==> config.mk <==
export PLATFORM = sky130hd
export DESIGN_NAME = key_debounce_long_press_repeat_core
export DESIGN_NICKNAME = d
export VERILOG_FILES = /design/src/hdl/kdlpr_pkg.sv /design/src/hdl/kdlpr_key_cell.sv /design/src/hdl/kdlpr_out_stage.sv /design/src/hdl/key_debounce_long_press_repeat_core.sv
export SDC_FILE = /design/constraint.sdc
export NUM_CORES = 1
export LEC_CHECK = 0
export BUFFER_PORTS_ARGS = -buffer_cell sky130_fd_sc_hd__buf_2
export CAP_MARGIN = 20
export CORE_MARGIN = 3
export CORE_UTILIZATION = 56
export DETAILED_ROUTE_END_ITERATION = 8
export PLACE_DENSITY = 0.84
export SLEW_MARGIN = 20
export SYNTH_ARGS = -nofsm -noshare
export SYNTH_HDL_FRONTEND = slang
export SYNTH_SLANG_ARGS = --single-unit
export TNS_END_PERCENT = 1
==> constraint.sdc <==
create_clock -name clock -period 5.5 [get_ports clock]
set_input_delay 1.1 -clock clock [delete_from_list [all_inputs] [get_ports clock]]
set_output_delay 1.1 -clock clock [all_outputs]
set_load 0.01 [all_outputs]
==> src/hdl/kdlpr_pkg.sv <==
// ---------------------------------------------------------------------------
// kdlpr_pkg
// Types and constants of the key debounce / long press / repeat block.
// ---------------------------------------------------------------------------
package kdlpr_pkg;

   localparam int KEYS  = 4;
   localparam int KEY_W = 2;

   typedef enum logic [1:0] {
      EVT_NONE   = 2'd0,
      EVT_SHORT  = 2'd1,
      EVT_LONG   = 2'd2,
      EVT_REPEAT = 2'd3
   } evt_type_type;

   typedef enum logic [1:0] {
      CSR_DEBOUNCE  = 2'd0,
      CSR_LONG      = 2'd1,
      CSR_REPEAT    = 2'd2,
      CSR_PRESS_LVL = 2'd3
   } csr_index_type;

   localparam logic [3:0] DEBOUNCE_RST  = 4'd3;
   localparam logic [7:0] LONG_RST      = 8'd60;
   localparam logic [7:0] REPEAT_RST    = 8'd12;
   localparam logic       PRESS_LVL_RST = 1'b0;

   typedef struct packed {
      logic [3:0] debounce_samples;
      logic [7:0] long_press_ticks;
      logic [7:0] repeat_ticks;
      logic       pressed_level;
   } cfg_type;

   typedef struct packed {
      logic       last_raw;
      logic       stable;
      logic [3:0] db_count;
      logic [7:0] hold_count;
      logic [7:0] repeat_count;
      logic       long_sent;
   } key_state_type;

   typedef struct packed {
      evt_type_type     event_type;
      logic [KEY_W-1:0] event_key;
   } rsp_type;

endpackage

==> src/hdl/kdlpr_key_cell.sv <==
// ---------------------------------------------------------------------------
// kdlpr_key_cell
// Per-key debounce, hold and repeat counters; flags at most one event per tick.
// ---------------------------------------------------------------------------
module kdlpr_key_cell (
   input  logic                       clock,
   input  logic                       reset,
   input  logic                       enable,
   input  logic                       level,
   input  kdlpr_pkg::cfg_type         cfg,
   output kdlpr_pkg::evt_type_type    evt
);
   import kdlpr_pkg::*;

   key_state_type state_ff;
   key_state_type state_in;
   logic          raw;
   logic [8:0]    hold;
   logic [8:0]    rep;

   always_comb begin
      raw      = (level == cfg.pressed_level);
      state_in = state_ff;
      evt      = EVT_NONE;
      hold     = 9'd0;
      rep      = 9'd0;
      if (raw != state_ff.last_raw) begin
         // restart debounce on any change of the raw view
         state_in.last_raw = raw;
         state_in.db_count = 4'd1;
      end else if (state_ff.db_count < cfg.debounce_samples) begin
         state_in.db_count = state_ff.db_count + 4'd1;
      end else begin
         if (raw != state_ff.stable) begin
            state_in.stable = raw;
            if (!raw && !state_ff.long_sent) begin
               evt = EVT_SHORT;
            end
            state_in.hold_count   = 8'd0;
            state_in.repeat_count = 8'd0;
            state_in.long_sent    = 1'b0;
         end
         if (state_in.stable) begin
            hold = (state_in.hold_count == 8'hFF) ? 9'd255
                                                  : {1'b0, state_in.hold_count} + 9'd1;
            if (!state_in.long_sent && hold >= {1'b0, cfg.long_press_ticks}) begin
               state_in.long_sent    = 1'b1;
               state_in.repeat_count = 8'd0;
               evt                   = EVT_LONG;
            end else if (state_in.long_sent) begin
               rep = {1'b0, state_in.repeat_count} + 9'd1;
               if (rep >= {1'b0, cfg.repeat_ticks}) begin
                  rep = 9'd0;
                  evt = EVT_REPEAT;
               end
               state_in.repeat_count = rep[7:0];
            end
            // saturate hold at the long-press threshold
            if (hold > {1'b0, cfg.long_press_ticks}) begin
               hold = {1'b0, cfg.long_press_ticks};
            end
            state_in.hold_count = hold[7:0];
         end
      end
   end

   always_ff @(posedge clock) begin
      if (reset) begin
         state_ff <= '0;
      end else if (enable) begin
         state_ff <= state_in;
      end
   end

endmodule

==> src/hdl/kdlpr_out_stage.sv <==
// ---------------------------------------------------------------------------
// kdlpr_out_stage
// Result register plus a skid entry for a load that meets a stalled output.
// ---------------------------------------------------------------------------
module kdlpr_out_stage (
   input  logic               clock,
   input  logic               reset,
   input  logic               load,
   input  kdlpr_pkg::rsp_type data,
   output logic               full,
   output logic               rsp_valid,
   input  logic               rsp_stall,
   output kdlpr_pkg::rsp_type rsp_data
);
   import kdlpr_pkg::*;

   logic    out_valid_ff;
   logic    skid_valid_ff;
   rsp_type out_data_ff;
   rsp_type skid_data_ff;
   logic    out_free;

   assign out_free  = !out_valid_ff || !rsp_stall;
   assign full      = skid_valid_ff;
   assign rsp_valid = out_valid_ff;
   assign rsp_data  = out_data_ff;

   always_ff @(posedge clock) begin
      if (reset) begin
         out_valid_ff  <= 1'b0;
         skid_valid_ff <= 1'b0;
      end else if (skid_valid_ff) begin
         // drain skid entry first; no load can arrive while it is full
         if (out_free) begin
            skid_valid_ff <= 1'b0;
            out_valid_ff  <= 1'b1;
         end
      end else if (load) begin
         if (out_free) begin
            out_valid_ff <= 1'b1;
         end else begin
            skid_valid_ff <= 1'b1;
         end
      end else if (out_free) begin
         out_valid_ff <= 1'b0;
      end
   end

   always_ff @(posedge clock) begin
      if (skid_valid_ff) begin
         if (out_free) begin
            out_data_ff <= skid_data_ff;
         end
      end else if (load) begin
         if (out_free) begin
            out_data_ff <= data;
         end else begin
            skid_data_ff <= data;
         end
      end
   end

endmodule

==> src/hdl/key_debounce_long_press_repeat_core.sv <==
// ---------------------------------------------------------------------------
// key_debounce_long_press_repeat_core
// Debounces KEYS inputs per scan tick and reports short, long and repeat
// events of the lowest-numbered key that has one.
// ---------------------------------------------------------------------------
//   channel   direction  handshake            payload
//   req_      in         req_valid/req_stall  req_key_levels[3:0]
//   rsp_      out        rsp_valid/rsp_stall  rsp_event_type[1:0], rsp_event_key[1:0]
//   csr_      in         csr_wr_en            csr_index[1:0], csr_wdata[7:0]
//
// One transaction per cycle while req_stall is low: all key cells update at the
// end of the accept cycle, and its result is registered at the same edge into the
// output register, or into the skid entry behind it when the output is stalled;
// req_stall rises only when both entries hold data.
// Synchronous reset clears all key state and loads the default settings.
// ---------------------------------------------------------------------------
module key_debounce_long_press_repeat_core (
   input  logic                      clock,
   input  logic                      reset,
   input  logic                      req_valid,
   output logic                      req_stall,
   input  logic [3:0]                req_key_levels,
   output logic                      rsp_valid,
   input  logic                      rsp_stall,
   output kdlpr_pkg::evt_type_type   rsp_event_type,
   output logic [kdlpr_pkg::KEY_W-1:0] rsp_event_key,
   input  logic                      csr_wr_en,
   input  kdlpr_pkg::csr_index_type  csr_index,
   input  logic [7:0]                csr_wdata
);
   import kdlpr_pkg::*;

   cfg_type      cfg_ff;
   logic         accept;
   logic         full;
   evt_type_type key_evt [KEYS];
   rsp_type      pick;
   rsp_type      rsp_data;

   always_ff @(posedge clock) begin
      if (reset) begin
         cfg_ff.debounce_samples <= DEBOUNCE_RST;
         cfg_ff.long_press_ticks <= LONG_RST;
         cfg_ff.repeat_ticks     <= REPEAT_RST;
         cfg_ff.pressed_level    <= PRESS_LVL_RST;
      end else if (csr_wr_en) begin
         unique case (csr_index)
            CSR_DEBOUNCE:  cfg_ff.debounce_samples <= csr_wdata[3:0];
            CSR_LONG:      cfg_ff.long_press_ticks <= csr_wdata;
            CSR_REPEAT:    cfg_ff.repeat_ticks     <= csr_wdata;
            CSR_PRESS_LVL: cfg_ff.pressed_level    <= csr_wdata[0];
            default:       ;
         endcase
      end
   end

   assign req_stall = full;
   assign accept    = req_valid && !full;

   for (genvar k = 0; k < KEYS; k++) begin : g_key
      kdlpr_key_cell u_cell (
         .clock  (clock),
         .reset  (reset),
         .enable (accept),
         .level  (req_key_levels[k]),
         .cfg    (cfg_ff),
         .evt    (key_evt[k])
      );
   end

   // lowest-numbered key wins; scan from the top so it overrides
   always_comb begin
      pick.event_type = EVT_NONE;
      pick.event_key  = '0;
      for (int i = KEYS - 1; i >= 0; i--) begin
         if (key_evt[i] != EVT_NONE) begin
            pick.event_type = key_evt[i];
            pick.event_key  = KEY_W'(i);
         end
      end
   end

   kdlpr_out_stage u_out (
      .clock     (clock),
      .reset     (reset),
      .load      (accept),
      .data      (pick),
      .full      (full),
      .rsp_valid (rsp_valid),
      .rsp_stall (rsp_stall),
      .rsp_data  (rsp_data)
   );

   assign rsp_event_type = rsp_data.event_type;
   assign rsp_event_key  = rsp_data.event_key;

endmodule

[Yosys cells after proc, flatten, opt, wreduce, memory -nomap -nowiden]
Index checks and enable logic that the tools add are counted.
Word-level totals
  register bits after elaboration: 123
  word-level logic and storage cells: 252
Cells by class
  add/subtract/negate cells: 12
  order comparisons: 16
  eq/ne operators: 19
  mux-type cells: 107
  bitwise logic cells: 10
  reductions and logical operators: 54
Operator list (number)
  $mux W17: 16
  $mux W8: 16
  $add A8 B1 Y9 const B: 8
  $ge A9 B8 Y1: 8
  $mux W4: 16
  $mux W2: 28
  $gt A9 B8 Y1: 4
  $mux W9: 4
  $eq A8 B8 Y1 const B: 4
  $mux W1: 27
  $reduce_and A2 Y1: 13
  $reduce_bool A2 Y1: 9
  $add A4 B1 Y4 const B: 4
  $lt A4 B4 Y1: 4
  $logic_not A1 Y1: 15
  $reduce_and A3 Y1: 5
  $not A1 Y1: 10
  $logic_and A1 B1 Y1: 9
  $ne A1 B1 Y1: 8
  $eq A1 B1 Y1: 4
  $eq A2 B2 Y1 const B: 2
  $reduce_bool A3 Y1: 1
  $eq A2 B1 Y1 const B: 1
  $logic_not A2 Y1: 1
  $logic_or A1 B1 Y1: 1

[Depth between registers and ports, before layout]
  depth after elaboration: 21
  depth in mapped cells: 19
  gate-level depth less buffers: 18

[Cells and area by module]
A second synthesis with hierarchy kept.
Second synthesis, totals
  cell total of the unflattened synthesis: 1167
  area, all modules: 9604.2 um2
By module, submodules not included
  kdlpr_key_cell (g_key[0].u_cell ...): times used 2, cells each 263, area an instance 2110.8 um2, seq. area each 460.4 um2
  kdlpr_key_cell (g_key[1].u_cell): times used 1, cells each 288, area an instance 2205.9 um2, seq. area each 460.4 um2
  kdlpr_key_cell (g_key[3].u_cell): times used 1, cells each 231, area an instance 1955.6 um2, seq. area each 460.4 um2
  key_debounce_long_press_repeat_core: times used 1, cells each 102, area an instance 863.3 um2, seq. area each 420.4 um2
  kdlpr_out_stage: times used 1, cells each 20, area an instance 357.8 um2, seq. area each 280.3 um2

[Worst setup path after synthesis]
No wires, ideal clock.
  kind: input to register
  start: input req_key_levels[1]
  end: register u_out.out_data_ff (netlist bit u_out.rsp_data[1]), data pin
  library setup time: 169 ps
  arrival: 4487 ps
  data required time: 5331 ps
  slack: 844 ps
  cell stages on the path: 16
  buffers on the path: 0
  path through: xnor2_1 xnor2_1 and2_1 ha_1 nand3_1 nor2_1 nand3_1 nand3_1 o21ai_0 ha_1 a2111o_1 o31ai_1 a21oi_1 a22o_1 or3b_1 o31ai_1
On the way
  longest elaborated chain between the ends: 19
  elaborated cells between the ends (all ways): 33
  those cells by class: add/sub: 2; order compare: 2; eq/ne: 4; mux: 20; reduce/logical: 5
RTL lines
  start: declaration: line key_debounce_long_press_repeat_core.sv:22  | input logic [3:0] req_key_levels,
  $eq A1 B1 Y1 (*): line kdlpr_key_cell.sv:22  | raw = (level == cfg.pressed_level);
  $ne A1 B1 Y1: line kdlpr_key_cell.sv:34  | if (raw != state_ff.stable) begin
  $mux W17: line kdlpr_key_cell.sv:34
  $mux W17: line kdlpr_key_cell.sv:31  | end else if (state_ff.db_count < cfg.debounce_samples) begin
  $mux W17: line kdlpr_key_cell.sv:27  | if (raw != state_ff.last_raw) begin
  $add A8 B1 Y9 (tied with other cells): line kdlpr_key_cell.sv:51  | rep = {1'b0, state_in.repeat_count} + 9'd1;
  $ge A9 B8 Y1 / $mux W9 (equally long branches): line kdlpr_key_cell.sv:52, kdlpr_key_cell.sv:44
  $mux W2 / $ge A9 B8 Y1 (equally long branches): line kdlpr_key_cell.sv:52, kdlpr_key_cell.sv:46
  [2 not listed]
  $mux W2: line kdlpr_key_cell.sv:43  | if (state_in.stable) begin
  $mux W2: line kdlpr_key_cell.sv:31
  $mux W2 (*): line kdlpr_key_cell.sv:27
  $reduce_bool A2 Y1 (*): line key_debounce_long_press_repeat_core.sv:76  | if (key_evt[i] != EVT_NONE) begin
  $mux W4 (*) (2 in series): line key_debounce_long_press_repeat_core.sv:76
  $mux W4 (*): line kdlpr_out_stage.sv:55  | if (out_free) begin
  $mux W4 (*): line kdlpr_out_stage.sv:54  | end else if (load) begin
  $mux W4 (*): line kdlpr_out_stage.sv:50  | if (skid_valid_ff) begin
  end signal: assignment: line kdlpr_out_stage.sv:52  | out_data_ff <= skid_data_ff;
  end signal: assignment: line kdlpr_out_stage.sv:56  | out_data_ff <= data;
  end: declaration: line kdlpr_out_stage.sv:19  | rsp_type out_data_ff;
Every way passes the cells marked *; elsewhere a longest branch is shown, timed or not. The select of a mux whose other input is x is not followed.
A chain may end at the register's enable or synchronous reset.

[Final worst setup path]
  start: register cfg_ff[0] (netlist bit)
  end: register u_out.out_data_ff (netlist bit u_out.rsp_data[2]), data pin
On the way
  longest elaborated chain between the ends: 21
  elaborated cells between the ends (all ways): 119
  those cells by class: add/sub: 8; order compare: 8; eq/ne: 16; mux: 67; reduce/logical: 20
RTL lines
  start: declaration: line key_debounce_long_press_repeat_core.sv:33  | cfg_type cfg_ff;
  $eq A1 B1 Y1: line kdlpr_key_cell.sv:22
  $ne A1 B1 Y1: line kdlpr_key_cell.sv:34
  $mux W17: line kdlpr_key_cell.sv:34
  $mux W17: line kdlpr_key_cell.sv:31
  $mux W17: line kdlpr_key_cell.sv:27
  $add A8 B1 Y9 (tied with other cells): line kdlpr_key_cell.sv:51
  $ge A9 B8 Y1 / $mux W9 (equally long branches): line kdlpr_key_cell.sv:52, kdlpr_key_cell.sv:44
  $mux W2 / $ge A9 B8 Y1 (equally long branches): line kdlpr_key_cell.sv:52, kdlpr_key_cell.sv:46
  [3 not listed]
  $mux W2: line kdlpr_key_cell.sv:31
  $mux W2: line kdlpr_key_cell.sv:27
  $reduce_bool A2 Y1: line key_debounce_long_press_repeat_core.sv:76
  $mux W4 (3 in series): line key_debounce_long_press_repeat_core.sv:76
  $mux W4 (*): line key_debounce_long_press_repeat_core.sv:76
  $mux W4 (*): line kdlpr_out_stage.sv:55
  $mux W4 (*): line kdlpr_out_stage.sv:54
  $mux W4 (*): line kdlpr_out_stage.sv:50
Marks and branches as above.

==> flow_metrics.tcl <==
set metrics [dict create \
    outcome "finished clean" \
    synth_ff_type "dfxtp_1" \
    antenna_found_initial 0 \
    drtAntennaViolNets 0 \
    cts_setup_buffers 0 \
    cts_made_buffers 17 \
    placed_cell_area_um2 9318 \
    cap_violations 0 \
    p_leak_nw 4.287 \
    grt_max_degree 73 \
    dr.max_layer_used "met4" \
    clkSinkCount 123 \
    skew_ps 9.645 \
    dr_wl_met3_um 1939 \
    async_reset_ff_share_pct 0 \
    synth_edf_count 8 \
    synth_area_leader_cell "dfxtp_1" \
    cts-root-buf "clkbuf_16" \
    critical_path_class "flip-flop to flip-flop" \
    post-route-drc-count 0 \
    irDropWorstVdd_mv 0.2431 \
    dp_hpwl_um 17410 \
    cp.arrival_ps 4990 \
    drive_above_1_share_pct 9.948 \
    start_util_pct 58.39 \
    ys_ff_latch 123 \
    finalSetupViolations 0 \
    holdBufCountCts 0 \
    first_iter_violations 868 \
    path_clk_slew_ps 60 \
    crit_path_end_kind "flip-flop" \
    clk_path_buf_depth 2 \
    synth_cells 1137 \
    mostFrequentLayoutCells "nor2_1 (140), dfxtp_1 (115), nand2_1 (97)" \
    cts_resized 0 \
    wl_per_cell_um 17.71 \
    wirelength_um 24210 \
    area_growth_pct 9.542 \
    wl_met2_um 11450 \
    die_h_um 133.3 \
    relSlewSlack_pct 40.69 \
    core-area_um2 15540 \
    synth.distinct_cells 81 \
    yosysWarnings 0 \
    synth_top_area_share_pct 25.37 \
    tightest_slew_ps 878.1 \
    rsz0062_at_grt "no" \
    die_w_um 133.3 \
    period_share_pct 87.68 \
    cts_htree_levels 4 \
    via_per_inst 6.309 \
    port_buffers 24 \
    hold_path_class "flip-flop to flip-flop" \
    fin_area_um2 9940 \
    dr.pass1.iters 5 \
    clock_latency_ps 430 \
    n_antenna_cell 0 \
    gr-total-overflow 0 \
    powerDensity_nw_per_um2 233.3 \
    drv_slew 0 \
    power_mw 2.319 \
    clock.fmax_mhz 207.4 \
    fin_nets 1250 \
    layout_min_cycle_time_ps 4822 \
    syn_nets 1244 \
    grt_pass1_wl_um 40290 \
    cp-start-kind "flip-flop" \
    ios 25 \
    die_area_um2 17770 \
    avgSynthCellArea_um2 7.980 \
    cts_tree "yes" \
    synth_area_leaders "dfxtp_1 (25%), ha_1 (12%), nor2_1 (5.8%), a21oi_1 (5.1%), nand2_1 (4.0%)" \
    grtUsageTotal_pct 27.35 \
    timing.setup.tns_ps 0 \
    met1_length_um 10030 \
    gp_congestion 0.9337 \
    ys_seq_area_share_pct 28.02 \
    cp_data_required_time_ps 5670 \
    num_vias 8625 \
    rows 45 \
    first_global_vias 8345 \
    whs_ps 456.4 \
    worst-path-max-fanout 11 \
    synthesis.area_um2 9074 \
    hold_viol_final 0 \
    final_common_cell "nor2_1" \
]
cell usage after synthesis (21+ instances only):
master,n
a21oi_1,93
o21ai_0,63
xor2_1,31
clkbuf_1,36
dfxtp_1,115
inv_1,33
nand2_1,97
a22oi_1,21
ha_1,88
nor2_1,140
xnor2_1,22
and3_1,25
nand3_1,58
nor3_1,26
where the power goes:
group | total, mW | switching [mW] | internal (mW) | leakage, nW
Sequential | 0.936 | 0.0198 | 0.916 | 1.01
Combinational | 0.191 | 0.128 | 0.0628 | 2.98
Clock | 1.19 | 0.426 | 0.767 | 0.299
Total | 2.32 | 0.573 | 1.75 | 4.29
layout make-up:
| cell class | instances | area, um^2 |
|---|---|---|
| Sequential cell | 123 | 2542 |
| Fill cell | 1334 | 5600 |
| Clock inverter | 12 | 171.4 |
| Tap cell | 211 | 264.0 |
| Inverter | 33 | 123.9 |
| Clock buffer | 20 | 446.7 |
| Timing Repair Buffer | 35 | 205.2 |
| Multi-Input combinational cell | 933 | 6186 |
worst paths after layout:
path	from	to	slack [ps]	cells after the start
worst max-delay path	cfg_ff[0]$_SDFFE_PP0P_	u_out.rsp_data[2]$_DFFE_PP_	680	16
worst min-delay path	cfg_ff[2]$_SDFFE_PP0P_	cfg_ff[2]$_SDFFE_PP0P_	460	2
worst max register to register	cfg_ff[0]$_SDFFE_PP0P_	u_out.rsp_data[2]$_DFFE_PP_	680	16
worst min register to register	cfg_ff[2]$_SDFFE_PP0P_	cfg_ff[2]$_SDFFE_PP0P_	460	2
flip-flops by register name (all words and copies together) (netlist names):
signal and flops:
g_key.u_cell.state_ff 92, cfg_ff 21, u_out.rsp_data 4, u_out.skid_data_ff 4, u_out.full 1, u_out.rsp_valid 1
per-layer routing:
layer  vias up  global-route usage [%]
met4         0                   11.14
met2       332                   45.80
li1       4131                       -
met5         -                       0
met1      4098                   34.52
met3        64                   5.514
kinds of logic (layout without fill, tap and decap cells):
| family | Yosys count | after routing | share of synthesized area [%] |
|---|---|---|---|
| mux | 37 | 37 | 4.316 |
| buf+inv | 81 | 100 | 3.847 |
| fa+ha+maj | 88 | 88 | 12.13 |
| simple gates | 462 | 462 | 25.10 |
| flops | 123 | 123 | 28.02 |
| compound gates | 289 | 289 | 20.49 |
| xor+xnor | 57 | 57 | 6.095 |
worst max-delay path, stage by stage (launching register included):
cell and delay [ps]:
dfxtp_1 660, xor3_2 560, and2_2 230, ha_1 240, and4_2 280, nand3_1 100
xor2_1 170, nor2_1 80, ha_1 320, and3_1 180, a221o_1 310, a21oi_1 290
a21oi_1 120, o211ai_1 490, nor2_1 80, o31ai_1 340, a2bb2oi_1 110
metrics by stage:
| stage | util [%] | setup slack, ps | instances |
|---|---|---|---|
| 2_1_floorplan | - | 844.0 | 1137 |
| 3_3_place_gp | 59.96 | 456.6 | 1335 |
| 3_5_place_dp | 59.96 | 354.8 | 1335 |
| 4_1_cts | 63.94 | 675.2 | 1367 |
| 5_1_grt | 63.96 | 307.2 | 1367 |
| 6_report | 63.96 | 677.8 | 1367 |
(Power assumes the default switching activity.)
